**src/hw/rtl/mhfp_pkg.sv**
```systemverilog
`default_nettype none

package mhfp_pkg;

    localparam logic [7:0] CH_CR    = 8'h0d;
    localparam logic [7:0] CH_LF    = 8'h0a;
    localparam logic [7:0] CH_COLON = 8'h3a;
    localparam logic [7:0] CH_SPACE = 8'h20;
    localparam logic [7:0] CH_TAB   = 8'h09;
    localparam logic [7:0] CH_PRINT_LO = 8'h21;
    localparam logic [7:0] CH_PRINT_HI = 8'h7e;

    localparam int RUN_SLOTS = 3;

    typedef enum logic [2:0] {
        KIND_NAME_BYTE = 3'd0,
        KIND_NAME_END  = 3'd1,
        KIND_BODY_BYTE = 3'd2,
        KIND_FIELD_END = 3'd3,
        KIND_HDR_END   = 3'd4,
        KIND_MSG_BYTE  = 3'd5,
        KIND_ERROR     = 3'd6,
        KIND_MSG_END   = 3'd7
    } kind_t;

    typedef enum logic [2:0] {
        ERR_NONE       = 3'd0,
        ERR_SPACE_NAME = 3'd1,
        ERR_BAD_NAME   = 3'd2,
        ERR_UNEXP_END  = 3'd3,
        ERR_MISSING_LF = 3'd4,
        ERR_MISSING_CR = 3'd5
    } err_t;

    typedef struct packed {
        kind_t      kind;
        logic [7:0] data;
        err_t       err;
    } result_t;

    // results caused by one input transfer, slot 0 first
    typedef struct packed {
        logic [1:0]                  count;
        result_t [RUN_SLOTS-1:0]     slot;
    } run_t;

endpackage

`default_nettype wire

```
**src/hw/rtl/mhfp_ifs.sv**
```systemverilog
`default_nettype none

interface mhfp_byte_if;
    logic       valid;
    logic       ready;
    logic [7:0] data_byte;
    logic       end_of_input;

    modport source (output valid, output data_byte, output end_of_input, input ready);
    modport sink (input valid, input data_byte, input end_of_input, output ready);
endinterface

interface mhfp_result_if;
    logic       valid;
    logic       ready;
    logic [2:0] kind;
    logic [7:0] out_byte;
    logic [2:0] error_code;
    logic       last_of_run;

    modport source (output valid, output kind, output out_byte, output error_code,
                    output last_of_run, input ready);
    modport sink (input valid, input kind, input out_byte, input error_code,
                  input last_of_run, output ready);
endinterface

interface mhfp_cfg_if;
    logic valid;
    logic ready;
    logic allow_bare_lf;

    modport source (output valid, output allow_bare_lf, input ready);
    modport sink (input valid, input allow_bare_lf, output ready);
endinterface

`default_nettype wire

```
**src/hw/rtl/mhfp_front.sv**
```systemverilog
`default_nettype none

module mhfp_front (
    input  wire logic          clk,
    input  wire logic          rst_n,
    mhfp_byte_if.sink          bytes,
    mhfp_cfg_if.sink           cfg,
    input  wire logic          push_ready,
    output logic               push_valid,
    output mhfp_pkg::run_t     push_run
);
    import mhfp_pkg::*;

    typedef enum logic [3:0] {
        PH_LINE_START = 4'd0,
        PH_LS_CR      = 4'd1,
        PH_NAME       = 4'd2,
        PH_BODY       = 4'd3,
        PH_BODY_CR    = 4'd4,
        PH_BODY_CRLF  = 4'd5,
        PH_BODY_LF    = 4'd6,
        PH_MSG        = 4'd7,
        PH_ERR        = 4'd8
    } phase_t;

    typedef struct packed {
        phase_t  phase;
        logic    skip;
        logic    emit;
        result_t res;
    } step_t;

    phase_t phase_reg, phase_next;
    logic   skip_reg, skip_next;
    logic   bare_lf_reg;
    logic   accept;
    step_t  st;
    run_t   run;
    logic [1:0] cnt;

    function automatic result_t mk(input kind_t k, input logic [7:0] d, input err_t e);
        result_t r;
        r.kind = k;
        r.data = d;
        r.err  = e;
        return r;
    endfunction

    function automatic step_t name_char(input logic [7:0] b, input logic sk);
        step_t s;
        s.skip = sk;
        s.emit = 1'b1;
        if (b == CH_COLON) begin
            s.phase = PH_BODY;
            s.skip  = 1'b1;
            s.res   = mk(KIND_NAME_END, 8'd0, ERR_NONE);
        end else if (b == CH_SPACE) begin
            s.phase = PH_ERR;
            s.res   = mk(KIND_ERROR, 8'd0, ERR_SPACE_NAME);
        end else if (b >= CH_PRINT_LO && b <= CH_PRINT_HI) begin
            s.phase = PH_NAME;
            s.res   = mk(KIND_NAME_BYTE, b, ERR_NONE);
        end else begin
            s.phase = PH_ERR;
            s.res   = mk(KIND_ERROR, 8'd0, ERR_BAD_NAME);
        end
        return s;
    endfunction

    function automatic step_t line_start(input logic [7:0] b, input logic bare,
                                         input logic sk);
        step_t s;
        s = name_char(b, sk);
        if (b == CH_CR) begin
            s.phase = PH_LS_CR;
            s.skip  = sk;
            s.emit  = 1'b0;
        end else if (b == CH_LF && bare) begin
            s.phase = PH_MSG;
            s.skip  = sk;
            s.emit  = 1'b1;
            s.res   = mk(KIND_HDR_END, 8'd0, ERR_NONE);
        end
        return s;
    endfunction

    assign accept      = bytes.valid && bytes.ready;
    assign bytes.ready = push_ready;
    assign cfg.ready   = 1'b1;

    always_comb
    begin
        phase_next = phase_reg;
        skip_next  = skip_reg;
        run        = '0;
        cnt        = 2'd0;
        st         = line_start(bytes.data_byte, bare_lf_reg, skip_reg);
        if (bytes.end_of_input) begin
            phase_next = PH_LINE_START;
            skip_next  = 1'b0;
            unique case (phase_reg)
                PH_MSG, PH_ERR:
                begin
                end
                PH_BODY_CRLF, PH_BODY_LF:
                begin
                    run.slot[cnt] = mk(KIND_FIELD_END, 8'd0, ERR_NONE);
                    cnt = cnt + 2'd1;
                    run.slot[cnt] = mk(KIND_ERROR, 8'd0, ERR_UNEXP_END);
                    cnt = cnt + 2'd1;
                end
                PH_LS_CR:
                begin
                    run.slot[cnt] = mk(KIND_ERROR, 8'd0, ERR_BAD_NAME);
                    cnt = cnt + 2'd1;
                end
                PH_BODY_CR:
                begin
                    run.slot[cnt] = mk(KIND_ERROR, 8'd0, ERR_MISSING_LF);
                    cnt = cnt + 2'd1;
                end
                default:
                begin
                    run.slot[cnt] = mk(KIND_ERROR, 8'd0, ERR_UNEXP_END);
                    cnt = cnt + 2'd1;
                end
            endcase
            run.slot[cnt] = mk(KIND_MSG_END, 8'd0, ERR_NONE);
            cnt = cnt + 2'd1;
        end else begin
            unique case (phase_reg)
                PH_LINE_START, PH_NAME:
                begin
                    if (phase_reg == PH_NAME) begin
                        st = name_char(bytes.data_byte, skip_reg);
                    end
                    phase_next = st.phase;
                    skip_next  = st.skip;
                    if (st.emit) begin
                        run.slot[cnt] = st.res;
                        cnt = cnt + 2'd1;
                    end
                end
                PH_LS_CR:
                begin
                    if (bytes.data_byte == CH_LF) begin
                        phase_next = PH_MSG;
                        run.slot[cnt] = mk(KIND_HDR_END, 8'd0, ERR_NONE);
                    end else begin
                        phase_next = PH_ERR;
                        run.slot[cnt] = mk(KIND_ERROR, 8'd0, ERR_BAD_NAME);
                    end
                    cnt = cnt + 2'd1;
                end
                PH_BODY:
                begin
                    skip_next = 1'b0;
                    if (bytes.data_byte == CH_CR) begin
                        phase_next = PH_BODY_CR;
                    end else if (bytes.data_byte == CH_LF) begin
                        if (bare_lf_reg) begin
                            phase_next = PH_BODY_LF;
                        end else begin
                            phase_next = PH_ERR;
                            run.slot[cnt] = mk(KIND_ERROR, 8'd0, ERR_MISSING_CR);
                            cnt = cnt + 2'd1;
                        end
                    end else if (!(skip_reg && bytes.data_byte == CH_SPACE)) begin
                        run.slot[cnt] = mk(KIND_BODY_BYTE, bytes.data_byte, ERR_NONE);
                        cnt = cnt + 2'd1;
                    end
                end
                PH_BODY_CR:
                begin
                    if (bytes.data_byte == CH_LF) begin
                        phase_next = PH_BODY_CRLF;
                    end else begin
                        phase_next = PH_ERR;
                        run.slot[cnt] = mk(KIND_ERROR, 8'd0, ERR_MISSING_LF);
                        cnt = cnt + 2'd1;
                    end
                end
                PH_BODY_CRLF, PH_BODY_LF:
                begin
                    if (bytes.data_byte == CH_SPACE || bytes.data_byte == CH_TAB) begin
                        // folding keeps the break in the body
                        if (phase_reg == PH_BODY_CRLF) begin
                            run.slot[cnt] = mk(KIND_BODY_BYTE, CH_CR, ERR_NONE);
                            cnt = cnt + 2'd1;
                        end
                        run.slot[cnt] = mk(KIND_BODY_BYTE, CH_LF, ERR_NONE);
                        cnt = cnt + 2'd1;
                        run.slot[cnt] = mk(KIND_BODY_BYTE, bytes.data_byte, ERR_NONE);
                        cnt = cnt + 2'd1;
                        phase_next = PH_BODY;
                    end else begin
                        run.slot[cnt] = mk(KIND_FIELD_END, 8'd0, ERR_NONE);
                        cnt = cnt + 2'd1;
                        phase_next = st.phase;
                        skip_next  = st.skip;
                        if (st.emit) begin
                            run.slot[cnt] = st.res;
                            cnt = cnt + 2'd1;
                        end
                    end
                end
                PH_MSG:
                begin
                    run.slot[cnt] = mk(KIND_MSG_BYTE, bytes.data_byte, ERR_NONE);
                    cnt = cnt + 2'd1;
                end
                default:
                begin
                    phase_next = PH_ERR;
                end
            endcase
        end
        run.count = cnt;
    end

    assign push_valid = accept && (cnt != 2'd0);
    assign push_run   = run;

    always_ff @(posedge clk or negedge rst_n)
    begin
        if (!rst_n) begin
            phase_reg   <= PH_LINE_START;
            skip_reg    <= 1'b0;
            bare_lf_reg <= 1'b0;
        end else begin
            if (accept) begin
                phase_reg <= phase_next;
                skip_reg  <= skip_next;
            end
            if (cfg.valid && cfg.ready) begin
                bare_lf_reg <= cfg.allow_bare_lf;
            end
        end
    end

endmodule

`default_nettype wire

```
**src/hw/rtl/mhfp_queue.sv**
```systemverilog
`default_nettype none

module mhfp_queue #(
    parameter int DEPTH = 4
) (
    input  wire logic           clk,
    input  wire logic           rst_n,
    input  wire logic           push_valid,
    input  mhfp_pkg::run_t      push_run,
    output logic                push_ready,
    input  wire logic           pop,
    output logic                head_valid,
    output mhfp_pkg::run_t      head
);
    import mhfp_pkg::*;

    localparam int PW = (DEPTH > 1) ? $clog2(DEPTH) : 1;
    localparam int CW = $clog2(DEPTH + 1);
    localparam logic [PW-1:0] LAST_PTR = PW'(DEPTH - 1);
    localparam logic [CW-1:0] FULL_CNT = CW'(DEPTH);

    run_t            mem [DEPTH];
    logic [PW-1:0]   wr_ptr_reg, rd_ptr_reg;
    logic [CW-1:0]   count_reg;
    logic            do_push, do_pop;

    assign push_ready = (count_reg != FULL_CNT);
    assign head_valid = (count_reg != '0);
    assign head       = mem[rd_ptr_reg];
    assign do_push    = push_valid && push_ready;
    assign do_pop     = pop && head_valid;

    always_ff @(posedge clk)
    begin
        if (do_push) begin
            mem[wr_ptr_reg] <= push_run;
        end
    end

    always_ff @(posedge clk or negedge rst_n)
    begin
        if (!rst_n) begin
            wr_ptr_reg <= '0;
            rd_ptr_reg <= '0;
            count_reg  <= '0;
        end else begin
            if (do_push) begin
                wr_ptr_reg <= (wr_ptr_reg == LAST_PTR) ? '0 : wr_ptr_reg + PW'(1);
            end
            if (do_pop) begin
                rd_ptr_reg <= (rd_ptr_reg == LAST_PTR) ? '0 : rd_ptr_reg + PW'(1);
            end
            if (do_push && !do_pop) begin
                count_reg <= count_reg + CW'(1);
            end else if (do_pop && !do_push) begin
                count_reg <= count_reg - CW'(1);
            end
        end
    end

endmodule

`default_nettype wire

```
**src/hw/rtl/mhfp_back.sv**
```systemverilog
`default_nettype none

module mhfp_back (
    input  wire logic          clk,
    input  wire logic          rst_n,
    input  wire logic          head_valid,
    input  mhfp_pkg::run_t     head,
    output logic               pop,
    mhfp_result_if.source      results
);
    import mhfp_pkg::*;

    logic       out_valid_reg;
    result_t    out_res_reg;
    logic       out_last_reg;
    logic [1:0] idx_reg;
    logic       load, is_last;

    assign load    = !out_valid_reg || results.ready;
    assign is_last = (idx_reg == head.count - 2'd1);
    assign pop     = load && head_valid && is_last;

    always_ff @(posedge clk or negedge rst_n)
    begin
        if (!rst_n) begin
            out_valid_reg <= 1'b0;
            idx_reg       <= 2'd0;
        end else if (load) begin
            out_valid_reg <= head_valid;
            if (head_valid) begin
                idx_reg <= is_last ? 2'd0 : idx_reg + 2'd1;
            end
        end
    end

    always_ff @(posedge clk)
    begin
        if (load && head_valid) begin
            out_res_reg  <= head.slot[idx_reg];
            out_last_reg <= is_last;
        end
    end

    assign results.valid       = out_valid_reg;
    assign results.kind        = out_res_reg.kind;
    assign results.out_byte    = out_res_reg.data;
    assign results.error_code  = out_res_reg.err;
    assign results.last_of_run = out_last_reg;

endmodule

`default_nettype wire

```
**src/hw/rtl/mail_header_field_parser.sv**
```systemverilog
// each result is registered in the run queue and then in the output register
// throughput: one input transfer per cycle while the run queue is not full; one result
// per cycle while results.ready is high; a folded CR LF gives three results, LF two
// a run queue of QUEUE_DEPTH entries lets input run ahead of a stalled output
// reset: asynchronous active-low rst_n clears parse state, allow_bare_lf and the queue
`default_nettype none

module mail_header_field_parser #(
    parameter int QUEUE_DEPTH = 4
) (
    input  wire logic        clk,
    input  wire logic        rst_n,
    mhfp_byte_if.sink        bytes,
    mhfp_cfg_if.sink         cfg,
    mhfp_result_if.source    results
);
    import mhfp_pkg::*;

    logic push_valid, push_ready, pop, head_valid;
    run_t push_run, head;

    mhfp_front u_front (
        .clk        (clk),
        .rst_n      (rst_n),
        .bytes      (bytes),
        .cfg        (cfg),
        .push_ready (push_ready),
        .push_valid (push_valid),
        .push_run   (push_run)
    );

    mhfp_queue #(
        .DEPTH (QUEUE_DEPTH)
    ) u_queue (
        .clk        (clk),
        .rst_n      (rst_n),
        .push_valid (push_valid),
        .push_run   (push_run),
        .push_ready (push_ready),
        .pop        (pop),
        .head_valid (head_valid),
        .head       (head)
    );

    mhfp_back u_back (
        .clk        (clk),
        .rst_n      (rst_n),
        .head_valid (head_valid),
        .head       (head),
        .pop        (pop),
        .results    (results)
    );

endmodule

`default_nettype wire
```
**src/flat_wrapper.sv**
```systemverilog
// flat-port wrapper written by rule: the top's interface ports become plain ports
module mail_header_field_parser_flat import mhfp_pkg::*;
#(
    parameter int QUEUE_DEPTH = 4
)
  (clk, rst_n, bytes_valid, bytes_data_byte, bytes_end_of_input, bytes_ready, cfg_valid, cfg_allow_bare_lf, cfg_ready, results_valid, results_kind, results_out_byte, results_error_code, results_last_of_run, results_ready);
  mhfp_byte_if bytes_i ();
  mhfp_cfg_if cfg_i ();
  mhfp_result_if results_i ();
  input  wire logic clk;
  input  wire logic rst_n;
  input wire logic [$bits(bytes_i.valid)-1:0] bytes_valid;
  input wire logic [$bits(bytes_i.data_byte)-1:0] bytes_data_byte;
  input wire logic [$bits(bytes_i.end_of_input)-1:0] bytes_end_of_input;
  output wire logic [$bits(bytes_i.ready)-1:0] bytes_ready;
  input wire logic [$bits(cfg_i.valid)-1:0] cfg_valid;
  input wire logic [$bits(cfg_i.allow_bare_lf)-1:0] cfg_allow_bare_lf;
  output wire logic [$bits(cfg_i.ready)-1:0] cfg_ready;
  output wire logic [$bits(results_i.valid)-1:0] results_valid;
  output wire logic [$bits(results_i.kind)-1:0] results_kind;
  output wire logic [$bits(results_i.out_byte)-1:0] results_out_byte;
  output wire logic [$bits(results_i.error_code)-1:0] results_error_code;
  output wire logic [$bits(results_i.last_of_run)-1:0] results_last_of_run;
  input wire logic [$bits(results_i.ready)-1:0] results_ready;
  assign bytes_i.valid = bytes_valid;
  assign bytes_i.data_byte = bytes_data_byte;
  assign bytes_i.end_of_input = bytes_end_of_input;
  assign bytes_ready = bytes_i.ready;
  assign cfg_i.valid = cfg_valid;
  assign cfg_i.allow_bare_lf = cfg_allow_bare_lf;
  assign cfg_ready = cfg_i.ready;
  assign results_valid = results_i.valid;
  assign results_kind = results_i.kind;
  assign results_out_byte = results_i.out_byte;
  assign results_error_code = results_i.error_code;
  assign results_last_of_run = results_i.last_of_run;
  assign results_i.ready = results_ready;
  mail_header_field_parser #(.QUEUE_DEPTH(QUEUE_DEPTH)) u_core (.clk(clk), .rst_n(rst_n), .bytes(bytes_i), .cfg(cfg_i), .results(results_i));
endmodule
```
**config.mk**
```make
export PLATFORM = sky130hd
export DESIGN_NAME = mail_header_field_parser_flat
export DESIGN_NICKNAME = d
export VERILOG_FILES = /design/src/hw/rtl/mhfp_pkg.sv /design/src/hw/rtl/mhfp_ifs.sv /design/src/hw/rtl/mhfp_front.sv /design/src/hw/rtl/mhfp_queue.sv /design/src/hw/rtl/mhfp_back.sv /design/src/hw/rtl/mail_header_field_parser.sv /design/src/flat_wrapper.sv
export SDC_FILE = /design/constraint.sdc
export NUM_CORES = 1
export LEC_CHECK = 0
export ABC_CLOCK_PERIOD_IN_PS = 9450
export BUFFER_PORTS_ARGS = -buffer_cell sky130_fd_sc_hd__clkbuf_2
export CORE_UTILIZATION = 35
export DETAILED_ROUTE_END_ITERATION = 8
export HOLD_SLACK_MARGIN = 0.12
export PLACE_DENSITY_LB_ADDON = 0.2
export SLEW_MARGIN = 20
export SYNTH_ARGS = -nofsm -noshare
export SYNTH_HDL_FRONTEND = slang
export SYNTH_SLANG_ARGS = --single-unit
```
**constraint.sdc**
```tcl
create_clock -name clk -period 9.45 [get_ports clk]
set_input_delay 0.945 -clock clk [delete_from_list [all_inputs] [get_ports clk]]
set_output_delay 0.945 -clock clk [all_outputs]
set_load 0.01 [all_outputs]
```
==> metrics.md, run 1 <==
| Metric | Value |
|---|---|
| Run status | completed |
| Post-synth EDFFs | 171 |
| Pwr/cell area | approximately 290 nW/um^2 |
| Largest net degree at the start of global routing | 43 |
| Worst-margin pin slew | 1100 ps |
| Final setup violating endpoints | 0 |
| Synth Register Bits | roughly 190 |
| Initial antenna violation count | 0 |
| Internal Power | 1.86 mW |
| Setup CP Type | reg -> reg |
| Grt total ovfl | 0 |
| LEAKAGE | roughly 3.3 nW |
| Root Driver | clkbuf_16 |
| Crit Path Max Fanout | 39 |
| Nets | 593 |
| Largest family of logic cells by synthesized area | multiplexers |
| Post-Syn Area per Cell | 16.0 sq um |
| Area growth from synthesis to layout | 13.3% |
| Cell Rows | 56 |
| Reg power frac | 44.6% |
| DRC errors left | 0 |
| Final worst clock skew | 12.2 ps |
| # clock sinks | 187 |
| Detail Placement HPWL | 11.1 mm |
| DR vias/cell | about 5.0 |
| Quantity of hold-fixing buffers added after cts | 0 |
| Max Root-Sink Buffers | 2 |
| Post-CTS Repair Setup Buffers | 0 |
| Clock power frac | about a quarter |
| Synth Warn # | 0 |
| Synth Area in XOR/XNOR | 0.735% |
| Max reg flops | around 160 |
| Syn Std Cell Area | 8340 sq um |
| Max-cap viol count | 0 |
| DIE WIDTH | 156 um |
| Die Y | approximately 160 um |
| DR vias | 4529 |
| Share of post-route cells with drive strength above 1 | between 20% and 30% |
| Commonest register cell after synthesis | edfxtp_1 |
| Worst-skew pair later-pin latency | 430 ps |
| Reg2Reg Launch Point | u_core.u_front.phase_reg[3] |
| Worst-path clk slew | 70 ps |
| Most frequent cells in the layout | edfxtp_1 (171), mux4_2 (39), clkbuf_2 (31) |
| Ys async rst share | between 8 and 9% |
| Worst setup SP type | flip-flop |
| Synth Area in Compound Gates | 7.17% |
| CP endpoint kind | flip-flop |
| Ant. Diodes | 0 |
| Most common cell after layout, fill and taps aside | edfxtp_1 |
| Adder-cell area share of the yosys netlist | around 1.1% |
| DR WL/cell | 19.2 um |
| Part of the cycle the worst path needs | 37.4% |
| Reg2reg end | u_core.u_queue.mem[3][31] |
| Worst min path class | in -> async |
| R2R depth | 5 |
| CP required | 9500 ps |
| Area after DPL | 8860 sq um |
| CTS Buf Count | 17 |
| Final Cell Area | roughly 9500 sq um |
| Vias in the first global route | 4665 |
| Die ar. | 24500 sq um |
| Synthesized instance count | 522 |
| Arrival time at the worst endpoint | 3580 ps |
| Count of cell types in the netlist | 70 |
| Final hold viol count | 0 |
| Overall routing resource usage | 15.0% |
| H-tree depth | 4 |
| Fmax | 0.283 GHz |
| Area leader, netlist | edfxtp_1 |
| Seq/Total Area, Yosys | 66.3% |
| Core area | 23400 sq um |
| CTS resizes | 0 |
| Simple-gate share of the synthesized area | 8.83% |
| Min cycle time layout | 3530 ps |
| VDD IR-drop max | 119 uV |
| DR iter-0 viols | 274 |
| Comb pwr share | approximately 30% |
| First-pass detailed-route iteration total | 6 |
| IO Pins | 33 |
| Top cell type's share of synthesized area | 61.5% |
| Setup TNS | 0 ps |
| Post-synthesis mux area share | 12.8% |
| Worst slew margin | a little over a quarter |
| RSZ-0062 raised after global routing | no |
| CTS tree | done |
| Switch share | 31.1% |
| Fin. max-slew vios | 0 |
| IO buf count | 31 |
| Utilization after layout | 40.4% |
| WL final | around 17 mm |
| First-pass GRT wire length | 26.5 mm |
| Net Sw Power | about 840 uW |
| Top cells by area, synth | edfxtp_1 (62%), mux4_2 (11%), dfrtp_1 (4.8%), mux2i_1 (1.7%), nand2_1 (1.3%) |
| R2R Setup Slk | 5920 ps |
| Post-DRT Antenna Nets | 0 |
| Placer Congestion | around 0.95 |
| Initial core utilization | 35.7% |
## cell type report
class	instances	area (sq um)
Tap cell	319	399
Fill cell	2186	13900
Sequential cell	187	5540
Clock inverter	13	135
Timing Repair Buffer	36	205
Multi-Input combinational cell	307	2660
Inverter	22	82.6
Clock buffer	19	433
## power groups by stage
stage / Sequential (mW) / Combinational [mW] / Clock (mW)
finish: 1.20 / 0.808 / 0.687
global route: 1.22 / 0.889 / 0.730
CTS: 1.21 / 0.823 / 0.698
detailed placement: 1.22 / 0.821 / 0
global placement: 1.22 / 0.813 / 0
floorplan: 1.22 / 0.585 / 0
## routing by layer
| metal | GRT usage [%] | part of all wire [%] | vias up |
|---|---|---|---|
| met5 | 0 | 0 | - |
| li1 | - | - | 2121 |
| met3 | 3.35 | 4.8 | 24 |
| met1 | 19.0 | 44 | 2267 |
| met4 | 5.74 | 1.8 | 0 |
| met2 | 25.2 | 50 | 117 |
## worst max-delay path by stage
stage	startpoint	end	slack, ps	cells past startpoint
2_1_floorplan	bytes_data_byte[0]	u_core.u_queue.mem[3][0]	5970	7
3_3_place_gp	bytes_end_of_input	u_core.u_queue.mem[0][33]	5670	6
3_5_place_dp	bytes_end_of_input	u_core.u_queue.mem[1][19]	5650	6
4_1_cts	u_core.u_queue.rd_ptr_reg[0]	u_core.u_queue.count_reg[1]	5910	9
5_1_grt	u_core.u_front.phase_reg[3]	u_core.u_queue.mem[3][23]	5730	5
6_report	u_core.u_front.phase_reg[3]	u_core.u_queue.mem[3][31]	5920	5
## cells by family (layout without fill, tap and decap cells)
logic type	Yosys count	after routing
flip-flops	187	187
multiplexers	57	57
other	2	25
adder cells (fa/ha/maj)	7	7
XOR/XNOR	7	7
AO/OA/AOI/OAI	85	85
buffers and inverters	51	90
AND/OR/NAND/NOR	126	126
## critical path: stages, from the launching register on
cell and delay (ps):
dfrtp_1 570, nand2b_1 380, nor2_1 700, a31oi_4 200
a31oi_4 330, and2_2 930
## synthesized netlist by cell type (all sizes together), types with 2 or more instances
cell and n:
a21oi 12, xnor2 5, xor2 2, mux2i 14, and3b 2, o21ai 22
o31ai 2, nor2 26, nand2 30, clkbuf 8, nand3 7, or3 3
nor3b 4, edfxtp 171, nand4b 3, or2 2, o211ai 5, and3 6
nor4 5, inv 22, a21o 7, ha 6, buf 21, nand4 3
a211oi 2, a31oi 8, a22o 3, mux2 4, and2 8, dfrtp 16
mux4 39, nand2b 9, conb 2, o22ai 10, nor3 11
## metrics by stage
| step | cells | setup WS, ps | hold WS [ps] | total power, mW |
|---|---|---|---|---|
| finish | 903 | 5920 | 434 | 2.70 |
| global route | 903 | 5730 | 456 | 2.84 |
| CTS | 902 | 5910 | 445 | 2.73 |
| detailed placement | 870 | 5650 | 491 | 2.05 |
| global placement | 870 | 5670 | 469 | 2.03 |
| floorplan | 545 | 5970 | 464 | 1.81 |
No activity file was read; power rests on OpenSTA's default activity.
==> run 2: changes to the inputs <==
- ABC_CLOCK_PERIOD_IN_PS: 9450 -> 3200
- clock period: 9.45 -> 3.2 ns (I/O delays scaled with it)
==> run 2 against run 1 <==
Global-route usage increased by 1.1 points. First-iteration DRC count increased by 24%. Sequential power increased to 3.0 times the previous value. Critical path depth increased by 6. Sequential share of layout area decreased by 1.4 points. Via count increased by 3.5%. Wire length increased by 5.4%. Power increased to 3.0 times the previous value. Combinational power increased to 3.0 times the previous value. Design area increased by 2.4%. Clock-buffer cell count decreased by 2. Utilization increased by 0.98 points. Critical path type unchanged. Critical endpoint is now u_core.u_queue.count_reg[2]. Highest routed layer unchanged.
==> metrics.md, run 2 (synthesis gave the netlist of run 1 again) <==
| Metric | Value |
|---|---|
| DR iter-0 viols | 340 (+24%) |
| Fmax | 0.352 GHz (+24%) |
| RSZ-0062 raised after global routing | no |
| LEAKAGE | 3.49 nW (+4.8%) |
| Area growth from synthesis to layout | 16.1% |
| Crit path from | u_core.u_front.phase_reg[2] |
| Reg power frac | 43.8% (-0.8 points) |
| Worst-skew pair later-pin latency | 430 ps (about the same) |
| H-tree depth | 4 (unchanged) |
| Worst-path clk slew | 80 ps (about the same) |
| Vias in the first global route | 4993 (+7.0%) |
| Comb pwr share | 29.8% (about the same) |
| CP required | 3550 ps (-5950 ps) |
| Die ar. | 24500 sq um (unchanged) |
| Grt total ovfl | 0 (unchanged) |
| Ant. Diodes | 0 (unchanged) |
| Post-DRT Antenna Nets | 0 (unchanged) |
| R2R depth | 11 (+6) |
| First-pass detailed-route iteration total | 5 (-1) |
| DR vias/cell | 5.05 (+0.74%) |
| Fin. max-slew vios | 0 (unchanged) |
| Post-CTS Repair Setup Buffers | 0 (unchanged) |
| Reg2Reg Launch Point | u_core.u_front.phase_reg[2] |
| DIE WIDTH | 156 um (unchanged) |
| CTS Buf Count | 17 (unchanged) |
| Internal Power | 5.56 mW (+200%) |
| Final hold viol count | 0 (unchanged) |
| R2R Setup Slk | 360 ps (-5560 ps) |
| CP max stage delay | 630 ps (-300 ps) |
| DR WL/cell | 19.7 um (+2.6%) |
| Initial antenna violation count | 0 (unchanged) |
| Pwr Total | 8.14 mW (+200%) |
| First-pass GRT wire length | 28.8 mm (+8.7%) |
| Max Root-Sink Buffers | 2 (unchanged) |
| Placer Congestion | 0.871 (-7.9%) |
| Largest net degree at the start of global routing | 40 (-7.0%) |
| Cell Rows | 56 (unchanged) |
| Core area | 23400 sq um (unchanged) |
| Top cell by count, worst path | xor2_1 |
| Worst min path class | in -> reg |
| WL final | 18.3 mm (+5.4%) |
| Net Sw Power | 2.57 mW (+210%) |
| # fillers | 2196 (+0.46%) |
| # clock sinks | 187 (unchanged) |
| DRC errors left | 0 (unchanged) |
| Nets | 618 (+4.2%) |
| Setup CP Type | reg -> reg |
| CP endpoint kind | flip-flop |
| Hold Startpoint | bytes_end_of_input |
| Worst slew margin | 47.6% (+21 points) |
| Detail Placement HPWL | 11.9 mm (+6.9%) |
| Min cycle time layout | 2840 ps (-694 ps) |
| CTS tree | done |
| Crit Path Max Fanout | 13 (-67%) |
| Setup TNS | 0 ps (unchanged) |
| Final worst clock skew | 19.8 ps (+7.61 ps) |
| Worst setup SP type | flip-flop |
| CP Depth | 11 (+6) |
| IO Pins | 33 (unchanged) |
| Buf+Inv Stages, Crit Path | 1 (+1) |
| Reg2reg end | u_core.u_queue.count_reg[2] |
| Crit-path leading delay family | simple AND/OR/NAND/NOR gates |
| Max-cap viol count | 0 (unchanged) |
| Most common cell after layout, fill and taps aside | edfxtp_1 |
| Initial core utilization | 35.7% (unchanged) |
| Area after DPL | 9030 sq um (+1.9%) |
| Most frequent cells in the layout | edfxtp_1 (171), mux4_2 (39), clkbuf_2 (31) |
| Final setup violating endpoints | 0 (unchanged) |
| Root Driver | clkbuf_16 |
| Final Cell Area | 9690 sq um (+2.4%) |
| VDD IR-drop max | 367 uV (+210%) |
| Worst-margin pin slew | 787 ps (-309 ps) |
| Share of post-route cells with drive strength above 1 | 24.3% (+2.9 points) |
| Switch share | 31.6% (+0.59 points) |
| Pwr/cell area | 840 nW/um^2 (+190%) |
| IO buf count | 31 (unchanged) |
| Clock power frac | 26.4% (+0.9 points) |
| Worst-path cell chain | nand2b_1, nor3_2, nand2_1, and3_1, a31oi_4, ha_1, inv_1, fa_1, xor2_1, nor2_1, xor2_1 |
| DR vias | 4689 (+3.5%) |
| Overall routing resource usage | 16.1% (+1.1 points) |
| CP max-delay cell | dfrtp_1 |
| Part of the cycle the worst path needs | 88.7% (+51 points) |
| CTS resizes | 0 (unchanged) |
| Max reg flops | 156 (unchanged) |
| Arrival time at the worst endpoint | 3190 ps (-390 ps) |
| Worst setup path end | u_core.u_queue.count_reg[2] |
| Run status | completed |
| Die Y | 156 um (unchanged) |
-- run 2: cell count changes in the layout (fill, tap and decap cells not counted), sizes merged --
cell / previous run / this run
buf: 5 / 26
clkbuf: 50 / 48
clkinv: 2 / 3
clkinvlp: 5 / 0
dlygate4sd3: 0 / 4
inv: 27 / 33
-- run 2: layer usage --
metal  part of all wire, %  up-vias  track usage (%)
met2                    50      108             27.5
met1                    44     2381             20.7
li1                      -     2179                -
met4                   1.6        0             5.60
met3                   3.7       21             2.82
met5                     0        -                0
-- run 2: layout make-up --
| cell class | instances | area, sq um | area share (%) |
|---|---|---|---|
| Inverter | 22 | 82.6 | 0.853 |
| Sequential cell | 187 | 5540 | 57.2 |
| Multi-Input combinational cell | 307 | 2660 | 27.5 |
| Clock inverter | 15 | 190 | 1.96 |
| Timing Repair Buffer | 61 | 390 | 4.03 |
| Clock buffer | 17 | 425 | 4.39 |
| Tap cell | 319 | 399 | 4.12 |
-- run 2: worst min path at each step --
stage / depth (start not counted) / endpoint / slack (ps)
detailed placement: 1 / u_core.u_front.skip_reg / 290
global route: 2 / u_core.u_front.phase_reg[3] / 240
global placement: 1 / u_core.u_front.skip_reg / 280
finish: 2 / u_core.u_front.phase_reg[3] / 230
floorplan: 0 / u_core.u_back.idx_reg[0] / 20
CTS: 2 / u_core.u_front.phase_reg[3] / 190
-- run 2: stage by stage --
stage / worst slack, ps / std cells / hold slack [ps] / utilization, %
3_3_place_gp: 299 / 892 / 276 / 38.6
5_1_grt: 136 / 928 / 243 / 41.4
2_1_floorplan: 207 / 545 / 24.4 / -
4_1_cts: 332 / 928 / 194 / 41.4
3_5_place_dp: 223 / 892 / 289 / 38.6
6_report: 362 / 928 / 228 / 41.4
-- run 2: repair_timing --
action                                 in CTS  in global routing
setup endpoints to repair                   0                  0
endpoints found under the hold margin      18                  0
hold buffers                                4                  0
-- run 2: power by group through the flow --
stage	Sequential (mW)	Combinational (mW)	Clock, mW
floorplan	3.61	1.73	0
global placement	3.59	2.50	0
detailed placement	3.62	2.50	0
CTS	3.57	2.50	2.21
global route	3.61	2.69	2.30
finish	3.56	2.43	2.15
-- run 2: worst register-to-register path, stage by stage, from the launching register on --
cell and delay, ps:
dfrtp_1 630, nand2b_1 220, nor3_2 230, nand2_1 100, and3_1 210, a31oi_4 290
ha_1 230, inv_1 60, fa_1 370, xor2_1 150, nor2_1 110, xor2_1 160
